==> src/hw/rtl/apt_pkg.sv <==
// Package for the affine point transform unit: widths, opcodes and the
// struct types passed between the pipeline modules. No dependencies.
package apt_pkg;

	localparam int ELEM_W          = 32;
	localparam int PROD_W          = 2 * ELEM_W;
	localparam int NROW            = 4;
	localparam int NCOL            = 4;
	localparam int NCOMP           = 3;
	localparam int SEL_W           = $clog2(NROW);
	localparam int FRAC_BITS_DEF   = 16;
	localparam int COORD_WIDTH_DEF = 32;

	typedef enum logic [0:0] {
		OP_WRITE = 1'b0,
		OP_POINT = 1'b1
	} op_t;

	typedef logic signed [ELEM_W-1:0] elem_t;
	typedef logic signed [PROD_W-1:0] prod_t;

	// Rows 0..3 of matrix columns 0..2; column 3 never feeds a result.
	typedef elem_t [NROW-1:0][NCOMP-1:0] mat_cols_t;
	typedef elem_t [NCOMP-1:0] vec_t;

	typedef struct packed {
		prod_t [NCOMP-1:0][NCOMP-1:0] prod;
		vec_t                         trans;
	} prod_set_t;

	typedef struct packed {
		vec_t coord;
		logic sat;
	} res_t;

endpackage

==> src/hw/rtl/apt_sum_sat.sv <==
// Sums the products of each output component, shifts out the fraction with
// floor rounding, adds the translation and saturates. Depends on apt_pkg.
module apt_sum_sat import apt_pkg::*; #(
	parameter int FRAC_BITS   = FRAC_BITS_DEF,
	parameter int COORD_WIDTH = COORD_WIDTH_DEF
) (
	input  prod_set_t prod_s2,
	output res_t      res
);

	localparam int SUM_W = PROD_W + 2;
	localparam int SH_W  = SUM_W - FRAC_BITS;
	localparam int R_W   = SH_W + 1;
	localparam int SAT_W = (COORD_WIDTH > ELEM_W) ? ELEM_W : COORD_WIDTH;
	localparam logic signed [R_W-1:0] SMAX = R_W'((64'd1 << (SAT_W - 1)) - 64'd1);
	localparam logic signed [R_W-1:0] SMIN = ~SMAX;

	logic signed [SUM_W-1:0] sum   [NCOMP];
	logic signed [SH_W-1:0]  sh    [NCOMP];
	logic signed [R_W-1:0]   r     [NCOMP];
	logic                    hi_ov [NCOMP];
	logic                    lo_ov [NCOMP];

	always_comb begin
		for (int i = 0; i < NCOMP; i++) begin
			sum[i] = SUM_W'($signed(prod_s2.prod[0][i]))
			       + SUM_W'($signed(prod_s2.prod[1][i]))
			       + SUM_W'($signed(prod_s2.prod[2][i]));
			sh[i]  = sum[i][SUM_W-1:FRAC_BITS];
			r[i]   = R_W'(sh[i]) + R_W'($signed(prod_s2.trans[i]));
			hi_ov[i] = r[i] > SMAX;
			lo_ov[i] = r[i] < SMIN;
			if (hi_ov[i]) begin
				res.coord[i] = SMAX[ELEM_W-1:0];
			end else if (lo_ov[i]) begin
				res.coord[i] = SMIN[ELEM_W-1:0];
			end else begin
				res.coord[i] = r[i][ELEM_W-1:0];
			end
		end
		res.sat = hi_ov[0] | lo_ov[0] | hi_ov[1] | lo_ov[1] | hi_ov[2] | lo_ov[2];
	end

endmodule

==> config.mk <==
export PLATFORM = sky130hd
export DESIGN_NAME = apt_sum_sat
export DESIGN_NICKNAME = d
export VERILOG_FILES = /design/src/hw/rtl/apt_pkg.sv /design/src/hw/rtl/apt_sum_sat.sv
export SDC_FILE = /design/constraint.sdc
export NUM_CORES = 1
export LEC_CHECK = 0
export ABC_AREA = 1
export BUFFER_PORTS_ARGS = -buffer_cell sky130_fd_sc_hd__buf_4
export CAP_MARGIN = 0
export CORE_AREA = 2 2 303 305
export DETAILED_ROUTE_END_ITERATION = 6
export DIE_AREA = 0 0 305 307
export GPL_TIMING_DRIVEN = 0
export PLACE_DENSITY = 0.62
export SLEW_MARGIN = 20
export SYNTH_ARGS = -nofsm -noshare
export SYNTH_HDL_FRONTEND = slang
export SYNTH_SLANG_ARGS = --single-unit
==> constraint.sdc <==
create_clock -name vclk -period 6.7
set_clock_uncertainty 0.2 [all_clocks]
set_input_delay 1.005 -clock vclk [all_inputs]
set_output_delay 1.005 -clock vclk [all_outputs]
set_load 0.01 [all_outputs]
# Yosys cells after proc, flatten, opt, wreduce, memory -nomap -nowiden
# Cells that the tools add are included.
[word_totals]
latch_bits = 0
mem_count = 0
romBits = 0
wordCells = 26
out_inout_bits = 97
ramBits = 0
ff_bits = 0
input_bits = 672
[op_classes]
n_eq_ne = 0
n_reduce_logical = 0
add_sub_neg = 9
mux = 6
n_lt_le_gt_ge = 6
n_div = 0
multipliers = 0
bitwise_logic = 5
n_shift = 0
[op_table]
columns = ["op", "count"]
rows = [
  ["65-bit by 64-bit adder with 66-bit output", 3],
  ["64-bit by 64-bit adder with 65-bit output", 3],
  ["32-bit 2-to-1 mux", 6],
  ["50-bit by 32-bit adder with 51-bit output", 3],
  ["51-bit by 32-bit > comparator with 1-bit output, second input constant", 3],
  ["51-bit by 32-bit < comparator with 1-bit output, second input constant", 3],
  ["1-bit bitwise OR", 5],
]

# Logic depth before layout (Yosys ltp)
[depth]
ltp_word = 9
mapped_depth = 41

# Worst setup path after synthesis
# Ideal clock, no wire load.
[synth_timing]
path_type = "input to output"
startpoint = "in prod_s2[100] (netlist name)"
endpoint = "out res[12] (netlist name)"
n_path_buf = 1
t_arrival_ns = 5.258
slack_ns = 0.237
path_stages = 36
required_ns = 5.495
cell_sequence = "inv_1 fa_1 inv_1 ha_1 nand2_1 inv_1 o21ai_0 nand2_1 o21bai_1 nand2_1 nand2_1 a21o_1 nand3_1 nand2_1 a21boi_0 o21ai_0 xor2_1 ha_1 nand2_2 inv_1 a21oi_1 inv_1 nand2_1 nand2_1 a21oi_1 nand3_1 nand2_1 nand2_1 nor2_1 nand2_1 nor2_1 nand3_1 nand2_2 inv_2 clkbuf_2 o21ai_0"
[synth_lines]
columns = ["element", "line", "rtl"]
rows = [
  ["start: declaration", "apt_sum_sat.sv:7", "input prod_set_t prod_s2,"],
  ["end: declaration", "apt_sum_sat.sv:8", "output res_t res"],
]

==> results_dict.tcl <==
set metrics [dict create \
    status "complete, but fails checks" \
    violations "design-rule violations, negative setup slack" \
    hold_viol 0 \
    crit_slowest_cell "fa_1" \
    syn-num-nets 6576 \
    rsz0062_at_grt "yes" \
    grtUsageMet2_pct 55.62 \
    start_util_pct 33.17 \
    dpl-instance-area_um2 37350 \
    first_global_vias 38342 \
    final_common_cell "nand2_1" \
    grt.met3_usage_pct 2.922 \
    fmax_mhz 137.0 \
    num_io_pins 769 \
    antenna_found_initial 5 \
    port_buffers 769 \
    fill_cells 9162 \
    cts-hold-fix-buffers 0 \
    ff_latch_area_um2 0 \
    hpwl_um 139700 \
    drive_gt1_share_pct 39.25 \
    fin_ws_ns -0.5982 \
    grt_max_degree 20 \
    busiest_layer "met2" \
    finalSetupViolations 95 \
    nets 7574 \
    power_density_nw_per_um2 401.6 \
    rows 111 \
    startpoint_type "input pin" \
    wirelength_um 160300 \
    drt-initial-drc-count 2900 \
    route.vias.total 39879 \
    finalCriticalPeriod_ns 7.298 \
    core_area_um2 90690 \
    slowest_delay_ns 0.51 \
    p_leak_nw 22.78 \
    grtUsageMet1_pct 40.32 \
    multi_input_area_um2 34540 \
    dp_cells 7325 \
    min_path_type "input pin to primary output" \
    yosysUniqueCellTypes 55 \
    grt_pass1_wl_um 226900 \
    final_cells 7552 \
    crit_arrival_ns 6.09 \
    nFlopsAndLatches 0 \
    synth.avg_cell_area_um2 5.603 \
    wire_per_inst_um 21.22 \
    syn-cell-area_um2 30090 \
    relSlewSlack_pct 51.84 \
    ir_worst_vdd_mv 0.2252 \
    die_h_um 307 \
    synth-seq-area-share_pct 0 \
    fp.dieArea_um2 93640 \
    ys.warnings.count 0 \
    gr-total-overflow 0 \
    grt_usage_pct 31.63 \
    vias_per_cell 5.281 \
    maxSlewViolCount 0 \
    drc_errors 3 \
    ant_nets 0 \
    chipWidth_um 305 \
    synthCells 5369 \
    maxCapViolations 0 \
    whs_ns 2.245 \
    required_ns 5.49 \
    critPathMaxFanout 7 \
    clkbuf_count 0 \
    postLayoutCellArea_um2 48190 \
    postLayoutCoreUtil_pct 53.14 \
    fin_crit_sh_pct 108.9 \
    tightestPinTransition_ns 0.7224 \
    path_class "input pin to primary output" \
    setup.worst_path.end_class "primary output" \
    synthToLayoutAreaGrowth_pct 60.19 \
    layout_common_cells "1,177 x nand2_1, 967 x inv_1, 920 x buf_4" \
    drt-pass1-iter-count 7 \
    routabilityCongestion 1.034 \
]
-- per-layer routing --
layer  vias up  wire length [um]
li1      19053                 -
met1     18902             65610
met2      1601             76190
met3       319             10220
met4         4              8207
met5         -                27
-- layout make-up --
type	count	share of cell area, %
multi-input cells	4313	71.68
repair buffers	997	16.52
inverters	1038	8.170
well taps	1186	3.079
plain buffers	17	0.5504
diodes	1	0.005192
-- through the flow --
step           setup WS [ns]  power, mW  TNS (ns)
2_1_floorplan         0.2365      8.195         0
3_3_place_gp          -2.619      13.41   -185.05
3_5_place_dp          -2.442      13.42   -178.04
4_1_cts              -0.5288      15.73    -43.83
5_1_grt              -0.7752      20.54    -63.11
6_report             -0.5982      19.35    -43.18
-- where the power goes --
group          switching (mW)  internal [mW]    total (mW)
Clock                       0   0.0000000200  0.0000000200
Combinational            11.6           7.78          19.4
Sequential                  0              0             0
Total                    11.6           7.78          19.4
-- worst max-delay path, delay by kind of cell --
kind	cells	cell delay [ns]
AOI/OAI and AO/OA	7	1.67
buffers and inverters	6	0.83
xor gates and xnor gates	2	0.37
and+or+nand+nor	8	0.90
adders and majority gates	3	1.29
-- cell usage after synthesis (5+ instances only) --
master    count  share of area (%)
a221oi_1     10               0.29
o31ai_1       7               0.17
o21a_1       40                1.0
nand2_2      21               0.44
a21o_1       16               0.40
o21ai_0     223                3.7
nand4_1      76                1.6
a31oi_1      65                1.4
o21ai_2      11               0.32
and3_1        7               0.15
nand3_1     196                3.3
xor2_1      154                4.5
nor2_1      631                7.9
xnor2_1      79                2.3
inv_1      1034                 13
a211oi_1      7               0.17
nor4_1       13               0.27
and2_1        7               0.15
nand3b_1     10               0.25
ha_1        343                 14
nor3_1       66                1.1
a21boi_0     17               0.42
o211ai_1     13               0.32
nor2_2       18               0.37
fa_1        192                 13
o21bai_1     46                1.1
nand2_1    1553                 19
a21oi_1     453                7.5
buf_4        11               0.27
nor3_2        5               0.17
-- repair_timing --
item	CTS	global route
buffers inserted	88	124
hold endpoints to repair	0	0
cloned	3	12
gates resized for setup	950	1155
pin swaps	218	435
setup endpoints to repair	97	97
-- kinds of logic after synthesis --
| logic type | share of synthesized area [%] |
|---|---|
| buf+inv | 13.40 |
| fa+ha+maj | 27.04 |
| simple gates | 35.34 |
| compound gates | 17.44 |
| xor+xnor | 6.783 |
-- worst paths after layout --
| path | start | endpoint | cells after the start | slack [ns] |
|---|---|---|---|---|
| worst max-delay path | prod_s2[251] | res[81] | 26 | -0.60 |
| worst min-delay path | prod_s2[64] | res[65] | 5 | 2.25 |
Note: power is estimated with default switching activity, not from simulation.
