==> src/hw/rtl/apt_pkg.sv <==
// Package for the affine point transform unit: widths, opcodes and the
// struct types passed between the pipeline modules. No dependencies.
package apt_pkg;

	localparam int ELEM_W          = 32;
	localparam int PROD_W          = 2 * ELEM_W;
	localparam int NROW            = 4;
	localparam int NCOL            = 4;
	localparam int NCOMP           = 3;
	localparam int SEL_W           = $clog2(NROW);
	localparam int FRAC_BITS_DEF   = 16;
	localparam int COORD_WIDTH_DEF = 32;

	typedef enum logic [0:0] {
		OP_WRITE = 1'b0,
		OP_POINT = 1'b1
	} op_t;

	typedef logic signed [ELEM_W-1:0] elem_t;
	typedef logic signed [PROD_W-1:0] prod_t;

	// Rows 0..3 of matrix columns 0..2; column 3 never feeds a result.
	typedef elem_t [NROW-1:0][NCOMP-1:0] mat_cols_t;
	typedef elem_t [NCOMP-1:0] vec_t;

	typedef struct packed {
		prod_t [NCOMP-1:0][NCOMP-1:0] prod;
		vec_t                         trans;
	} prod_set_t;

	typedef struct packed {
		vec_t coord;
		logic sat;
	} res_t;

endpackage

==> src/hw/rtl/apt_matrix_store.sv <==
// Transform matrix register file, reset to identity, one element written
// per write beat. Depends on apt_pkg.
module apt_matrix_store import apt_pkg::*; #(
	parameter int FRAC_BITS = FRAC_BITS_DEF
) (
	input  logic             clk,
	input  logic             arst_n,
	input  logic             we,
	input  logic [SEL_W-1:0] wr_row,
	input  logic [SEL_W-1:0] wr_col,
	input  elem_t            wr_data,
	output mat_cols_t        cols
);

	logic [ELEM_W-1:0] mat_q [NROW][NCOL];

	always_ff @(posedge clk or negedge arst_n) begin
		if (!arst_n) begin
			for (int r = 0; r < NROW; r++) begin
				for (int c = 0; c < NCOL; c++) begin
					mat_q[r][c] <= (r == c) ? (ELEM_W'(1) << FRAC_BITS) : '0;
				end
			end
		end else if (we) begin
			mat_q[wr_row][wr_col] <= wr_data;
		end
	end

	always_comb begin
		for (int r = 0; r < NROW; r++) begin
			for (int c = 0; c < NCOMP; c++) begin
				cols[r][c] = mat_q[r][c];
			end
		end
	end

endmodule

==> config.mk <==
export PLATFORM = sky130hd
export DESIGN_NAME = apt_matrix_store
export DESIGN_NICKNAME = d
export VERILOG_FILES = /design/src/hw/rtl/apt_pkg.sv /design/src/hw/rtl/apt_matrix_store.sv
export SDC_FILE = /design/constraint.sdc
export NUM_CORES = 1
export LEC_CHECK = 0
export BUFFER_PORTS_ARGS = -buffer_cell sky130_fd_sc_hd__clkbuf_2
export CORE_ASPECT_RATIO = 0.9
export CORE_MARGIN = 4
export CORE_UTILIZATION = 25
export DETAILED_ROUTE_END_ITERATION = 16
export PLACE_DENSITY = 0.51
export SLEW_MARGIN = 20
export SYNTH_ARGS = -nofsm -noshare
export SYNTH_HDL_FRONTEND = slang
export SYNTH_SLANG_ARGS = --single-unit
export TNS_END_PERCENT = 10
==> constraint.sdc <==
create_clock -name clk -period 2.25 [get_ports clk]
set_input_delay 0.225 -clock clk [delete_from_list [all_inputs] [get_ports clk]]
set_output_delay 0.225 -clock clk [all_outputs]
set_load 0.01 [all_outputs]
* After elaboration in Yosys (flattened, before gate mapping)
Cells that the tools add are included.
** Word-level totals
- Output and inout bits :: 384
- RAM bits :: 0
- Bits in latches :: 0
- Memory bits (read-only) :: 0
- Logic and storage cells :: 29
- Input bits :: 39
- Memories kept :: 0
- Bits in registers :: 512
** Operators by class
- Muxes and demuxes :: 5
- $lt $le $gt $ge :: 4
- Bitwise logic cells :: 2
- Divide/modulo/power cells :: 0
- Reduce and logical (&&, ||, !) cells :: 2
- Multiply operators :: 0
- Equality and inequality tests :: 0
- Add/subtract/negate cells :: 0
- Shift operators :: 0
** Operators by type and width (number)
- 512-bit bitwise mux :: 1
- 128-bit demux with 2-bit select :: 1
- 128-bit 2-to-1 mux :: 1
- 32-bit demux with 2-bit select :: 1
- 32-bit 2-to-1 mux :: 1
- 3-bit >= comparator (second input constant) :: 2
- 3-bit by 1-bit less-than comparator with 1-bit output (second input constant) :: 2
- 2-bit NOT with 3-bit output :: 2
- 1-bit logical AND :: 2

* Depth between registers and ports, before layout
Gate-level depths: netlist (run 1).
- Depth in word-level cells :: 8
- Gate-level depth with buffers :: 5
- Depth with buffers taken out :: 3

* Worst setup path before layout (run 1)
OpenSTA, ideal clock, no wires.
- Kind :: in2reg
- Start :: in wr_row[0]
- End :: reg mat_q (netlist bit cols[196])
- Setup slack :: 0.812 ns
- Stages :: 5
- Library setup time :: 0.128 ns
- Data required time :: 2.122 ns
- Data arrival time :: 1.310 ns
- Path buffers :: 2
- Cells stage by stage :: nand3b_1 > or3_1 > clkbuf_1 > buf_2 > mux2_1
** On the way
- Longest elaborated chain between the ends :: 6
- Elaborated cells between the ends (all ways) :: 7
- Classes of those cells :: 2 x order compare; 3 x mux; 1 x bitwise; 1 x reduce/logical
** RTL lines
- start, declared :: RTL line apt_matrix_store.sv:9 : input logic [SEL_W-1:0] wr_row,
- 2-bit NOT with 3-bit output (implied by the code) * :: RTL line apt_matrix_store.sv:25 : mat_q[wr_row][wr_col] <= wr_data;
- 3-bit >= comparator (implied by the code) or 3-bit by 1-bit less-than comparator with 1-bit output (tied branches) :: RTL line apt_matrix_store.sv:25
- 1-bit logical AND (implied by the code) :: RTL line apt_matrix_store.sv:25
- 128-bit 2-to-1 mux (implied by the code) :: RTL line apt_matrix_store.sv:25
- 128-bit demux with 2-bit select * :: RTL line apt_matrix_store.sv:25
- 512-bit bitwise mux * :: RTL line apt_matrix_store.sv:25
- end signal, assigned by index :: RTL line apt_matrix_store.sv:21 : mat_q[r][c] <= (r == c) ? (ELEM_W'(1) << FRAC_BITS) : '0;
- end signal, assigned by index :: RTL line apt_matrix_store.sv:25
- end, declared :: RTL line apt_matrix_store.sv:15 : logic [ELEM_W-1:0] mat_q [NROW][NCOL];
Every way passes the cells marked *; elsewhere a longest branch is shown, timed or not.
A chain may end at the register's enable or synchronous reset.

* Worst setup path in the final report (run 1)
- Start :: reg mat_q (netlist bit cols[16])
- End :: out cols[16] (netlist name)
** RTL lines
- end, declared :: RTL line apt_matrix_store.sv:12 : output mat_cols_t cols
No word-level cell between the ends.

==> reports/results.tsv, run 1 <==
stage	metric	value	unit
sta	slew_headroom	0.6106	
clocking	cts_tree	built	
drt	antenna_left	0	
setup_path	path_cells	clkbuf_2	
clocking	cts.htree.levels	2	
sta	final.setup.tns	0	ps
floorplanning	core-area	56910	µm²
floorplanning	dieArea	61320	µm²
clocking	clock_path_buffers	3	
placed_design	dpl.hpwl	32.46	mm
logic_synthesis	synthCells	859	
logic_synthesis	yosys_warnings	0	
floorplanning	rows	83	
sta	hold_viol_final	0	
setup_path	crit_type	reg -> out	
drt	via_per_inst	4.265	
power	p_per_area	1103	nW/µm²
final_layout	post-route-util	0.3333	
floorplanning	initial_core_util	0.2522	
logic_synthesis	syn_area_per_cell	16.71	µm²
power	p_leak	9.104	nW
placed_design	dp.cells	2013	
logic_synthesis	synth_area	14360	µm²
global_route	overflow	0	
sta	fin_skew	0	ps
setup_path	path_delay_family	flip-flops	
final_layout	fin_cells	2089	
clocking	clock_sinks	384	
logic_synthesis	synth_seq_cells	384	
drt	drc_errors	0	
setup_path	startpoint_type	flip-flop	
global_route	grt_antenna_before_repair	1	
floorplanning	die_y	235.3	µm
drt	wire_per_inst	21.43	µm
setup_path	cp_max_fo	2	
clocking	clk_latency	550	ps
logic_synthesis	ys_seq_area_frac	0.6697	
final_layout	largest_reg_flops	384	
floorplanning	die_x	260.6	µm
setup_path	crit_required	2030	ps
drt	drt_first_pass_iters	4	
clocking	numCtsBuffers	43	
sta	fmax	0.6943	GHz
setup_path	crit_slowest_cell	dfstp_2	
logic_synthesis	synth.distinct_cells	13	
sta	worst_pin_slew	584.1	ps
setup_path	rrSetupSlack	1430	ps
final_layout	synthToLayoutAreaGrowth	32.14	%
sta	final.min_clock_period	1440	ps
final_layout	n_antenna_cell	0	
placed_design	gp_congestion	0.7237	
setup_path	worstPathArrival	1220	ps
drt	drtIter0Drc	257	
sta	slew_violations	0	
final_layout	drive_gt1_frac	0.6873	
sta	setup_violations	0	
drt	wirelength	44.77	mm
global_route	grt_pass1_wl	66.30	mm
sta	rsz0062_at_grt	no	
sta	post-route-period-util	0.6402	
worst_hold_path	hold_class	in -> reg	
job	maxCapViolCount	0	
setup_path	critical_path_buf_inv_count	1	
outcome	status	finished clean	
clocking	cts-root-buf	clkbuf_16	
clocking	cts_setup_buffers	0	
global_route	grt.total_usage	0.1439	
power	ir_drop	0.5213	mV
floorplanning	ios	423	
logic_synthesis	syn_nets	898	
setup_path	crit_path_max_incr_delay	530	ps
placed_design	numPortBuffers	422	
global_route	grt_pass1_vias	9707	
global_route	grt_max_degree	65	
final_layout	nets	1333	
clocking	clk_pin_slew	60	ps
drt	via_count	8910	
setup_path	end_kind	output port	
sta	hold_slack	107.4	ps
[cells in the final DEF (no fill, tap or decap), types with 9 or more instances in the layout]
cell type / n
buf_12: 11
buf_4: 28
clkbuf_1: 15
clkbuf_16: 44
clkbuf_2: 421
dfrtp_1: 381
mux2_1: 9
mux2_2: 375
[metrics by stage]
stage               area, µm²  worst slack (ps)  total power [W]
finish                  18970             809.6          0.02092
global route            18970             744.7          0.02207
CTS                     18970             746.1          0.02134
detailed placement      17600             290.3          0.01433
global placement        17600             309.5          0.01423
floorplan               14360             812.2          0.01167
[logic make-up after synthesis]
kind of cell | share of synthesized area
multiplexers | 0.3012
flip-flops | 0.6697
AND/OR/NAND/NOR | 0.007147
buffers and inverters | 0.02196
[power by group]
group          switching (W)  internal (W)  total (W)
logic                0.00241       0.00227    0.00468
registers           0.000885       0.00853    0.00941
clock network        0.00281       0.00403    0.00683
total                0.00610        0.0148     0.0209
[routing by layer]
layer | part of all wire | wire length (µm) | vias to the layer above | global-route usage
li1 | - | - | 3877 | -
met1 | 0.43 | 19320 | 4663 | 0.1855
met2 | 0.47 | 21000 | 295 | 0.2337
met3 | 0.080 | 3573 | 73 | 0.04851
met4 | 0.019 | 867 | 2 | 0.03627
met5 | 0.00027 | 12 | - | 0
[final cells by class]
type                       instances  area [µm²]
fill                            5746       37940
tap                              765       957.2
timing repair buffer             462        2562
sequential                       384        9613
multi-input combinational        403        4482
clock buffer                      65        1240
clock inverter                    10       115.1
[synth_stat cells]
master    number  area share
dfstp_2        3      0.0055
nand2b_1       4      0.0017
mux2_2       375        0.29
dfrtp_1      381        0.66
nand3_1        1     0.00035
nor2_1         7      0.0018
nand3b_1       3      0.0016
buf_2         36       0.013
mux2_1         9      0.0071
nand2_1        1     0.00026
or3_1          2     0.00087
clkbuf_1      36      0.0094
nor3b_1        1     0.00052
[repair_timing]
| action | 4_1_cts | 5_1_grt |
|---|---|---|
| endpoints found under the hold margin | 46 | 0 |
| resized for setup | 0 | 0 |
| endpoints found under the setup margin | 0 | 0 |
| hold buffers | 1 | 0 |
[path summary, 6_finish.rpt]
| kind | from | endpoint | depth (start not counted) |
|---|---|---|---|
| worst max-delay path | cols[16] | cols[16] | 1 |
| min in group asynchronous | arst_n | cols[249] | 2 |
| max in group asynchronous | arst_n | cols[11] | 3 |
| worst min-delay path | wr_data[11] | cols[203] | 2 |
| worst max register to register | cols[263] | cols[263] | 1 |
| worst min register to register | cols[199] | cols[199] | 1 |
(Power assumes the default switching activity.)
==> run 2: changes to the inputs <==
- PLACE_DENSITY: 0.51 -> 0.52
- clock period: 2.25 -> 1.3 ns (I/O delays scaled with it)
==> reports/results.tsv, run 2 (synthesis results as in run 1) <==
stage	metric	value	unit	change
job	maxCapViolCount	0		unchanged
drt	wire_per_inst	21.17	µm	-1.2%
clocking	clock_sinks	384		unchanged
global_route	overflow	0		unchanged
clocking	clock_path_buffers	3		unchanged
final_layout	nFillCells	5702		-0.77%
placed_design	dpl.hpwl	31.69	mm	-2.4%
placed_design	dpl-instance-area	17760	µm²	+0.88%
final_layout	n_antenna_cell	0		unchanged
global_route	grt_pass1_vias	9616		-0.94%
drt	drt_first_pass_iters	4		unchanged
setup_path	crit_path_max_incr_delay	550	ps	+20 ps
power	ir_drop	1.081	mV	+110%
final_layout	nets	1342		+0.68%
drt	drc_errors	0		unchanged
drt	wirelength	44.46	mm	-0.70%
sta	final.min_clock_period	1331	ps	
setup_path	startpoint_type	flip-flop		
floorplanning	dieArea	61320	µm²	unchanged
setup_path	path_cells	buf_8		
floorplanning	ios	423		unchanged
clocking	cts-root-buf	clkbuf_16		
final_layout	layout_common_cells	clkbuf_2 (418), dfrtp_1 (381), mux2_2 (375)		
outcome	status	finished, violations left		
global_route	grt_antenna_before_repair	0		-1
sta	setup_violations	3		+3
drt	drtIter0Drc	263		+2.3%
clocking	clk_pin_slew	60	ps	about the same
clocking	cts_setup_buffers	0		unchanged
global_route	grt.total_usage	0.1431		-0.0008088
sta	slew_violations	0		unchanged
final_layout	synthToLayoutAreaGrowth	34.60	%	
setup_path	crit_type	reg -> out		
sta	fin_skew	0	ps	unchanged
sta	post-route-period-util	1.024		
setup_path	end_kind	output port		
drt	via_count	8913		+0.034%
floorplanning	initial_core_util	0.2522		unchanged
final_layout	seq_area	9613	µm²	unchanged
sta	rsz0062_at_grt	yes		
drt	via_per_inst	4.244		-0.49%
sta	worst_pin_slew	472.9	ps	-111.2 ps
setup_path	path_delay_family	flip-flops		
clocking	numCtsBuffers	43		unchanged
global_route	grt_max_degree	80		+23%
floorplanning	core-area	56910	µm²	unchanged
final_layout	drive_gt1_frac	0.6966		+0.009318
power	p_per_area	1930	nW/µm²	+75%
floorplanning	rows	83		unchanged
placed_design	place_ws	-287.7	ps	-578.0 ps
setup_path	critical_path_buf_inv_count	1		unchanged
worst_hold_path	hold_class	in -> async		
power	p_leak	9.274	nW	+1.9%
sta	setup_slack	-30.72	ps	-840.3 ps
sta	slew_headroom	0.6848		+0.07413
placed_design	numPortBuffers	422		unchanged
final_layout	final_area	19320	µm²	+1.9%
clocking	cts.htree.levels	2		unchanged
clocking	clk_latency	540	ps	about the same
setup_path	cp_max_fo	2		unchanged
floorplanning	die_x	260.6	µm	unchanged
final_layout	largest_reg_flops	384		unchanged
setup_path	worstPathArrival	1200	ps	-20 ps
sta	fmax	0.7515	GHz	
sta	hold_viol_final	0		unchanged
clocking	cts_tree	built		
global_route	grt_pass1_wl	66.34	mm	about the same
final_layout	multi_input_area	4482	µm²	unchanged
drt	antenna_left	0		unchanged
setup_path	crit_required	1170	ps	-860 ps
outcome	violations	negative setup slack		
placed_design	gp_congestion	0.7256		+0.26%
final_layout	final_common_cell	clkbuf_2		
floorplanning	die_y	235.3	µm	unchanged
setup_path	crit_slowest_cell	dfstp_2		
==> run 2: where the power goes <==
group / switching, W / internal [W]
Clock: 0.00486 / 0.00803
Sequential: 0.00149 / 0.0148
Combinational: 0.00417 / 0.00398
==> run 2: final timing paths <==
| kind | from | end | depth (start not counted) | slack, ps |
|---|---|---|---|---|
| setup / recovery | cols[144] | cols[144] | 1 | -30 |
| hold / removal | arst_n | cols[89] | 2 | 10 |
| setup reg to reg | cols[199] | cols[199] | 1 | 470 |
| hold reg to reg | cols[203] | cols[203] | 1 | 500 |
| max in group asynchronous | arst_n | cols[143] | 4 | 540 |
| min in group clk | wr_data[5] | cols[197] | 2 | 20 |
==> run 2: metrics by stage <==
step           hold WS (ps)  cells  utilization  setup TNS [ps]  total power (W)
4_1_cts               2.596   2101       0.3395           -1255          0.03800
5_1_grt               29.20   2100       0.3395          -230.1          0.03925
6_report              12.18   2100       0.3395          -72.50          0.03730
3_5_place_dp         -9.050   2022       0.3121          -72140          0.02478
2_1_floorplan        -165.6    859            -          -130.9          0.02020
3_3_place_gp         -11.19   2022       0.3121          -69070          0.02460
==> run 2: final cells by class <==
cell class / count / area share
clock buffer: 64 / 0.06870
clock inverter: 13 / 0.01030
multi-input combinational: 403 / 0.2319
sequential: 384 / 0.4975
tap: 765 / 0.04954
timing repair buffer: 471 / 0.1420
==> run 2: metal layers <==
metal | up-vias | global-route usage | share of wire
met4 | 0 | 0.03171 | 0.018
met2 | 278 | 0.2286 | 0.46
met5 | - | 0 | 0
met1 | 4672 | 0.1897 | 0.44
li1 | 3908 | - | -
met3 | 55 | 0.04786 | 0.080
==> run 2: repair_timing <==
item	in CTS	in global routing
setup endpoints to repair	3	14
hold endpoints to repair	374	0
gates resized for setup	2	4
hold buffers	2	0
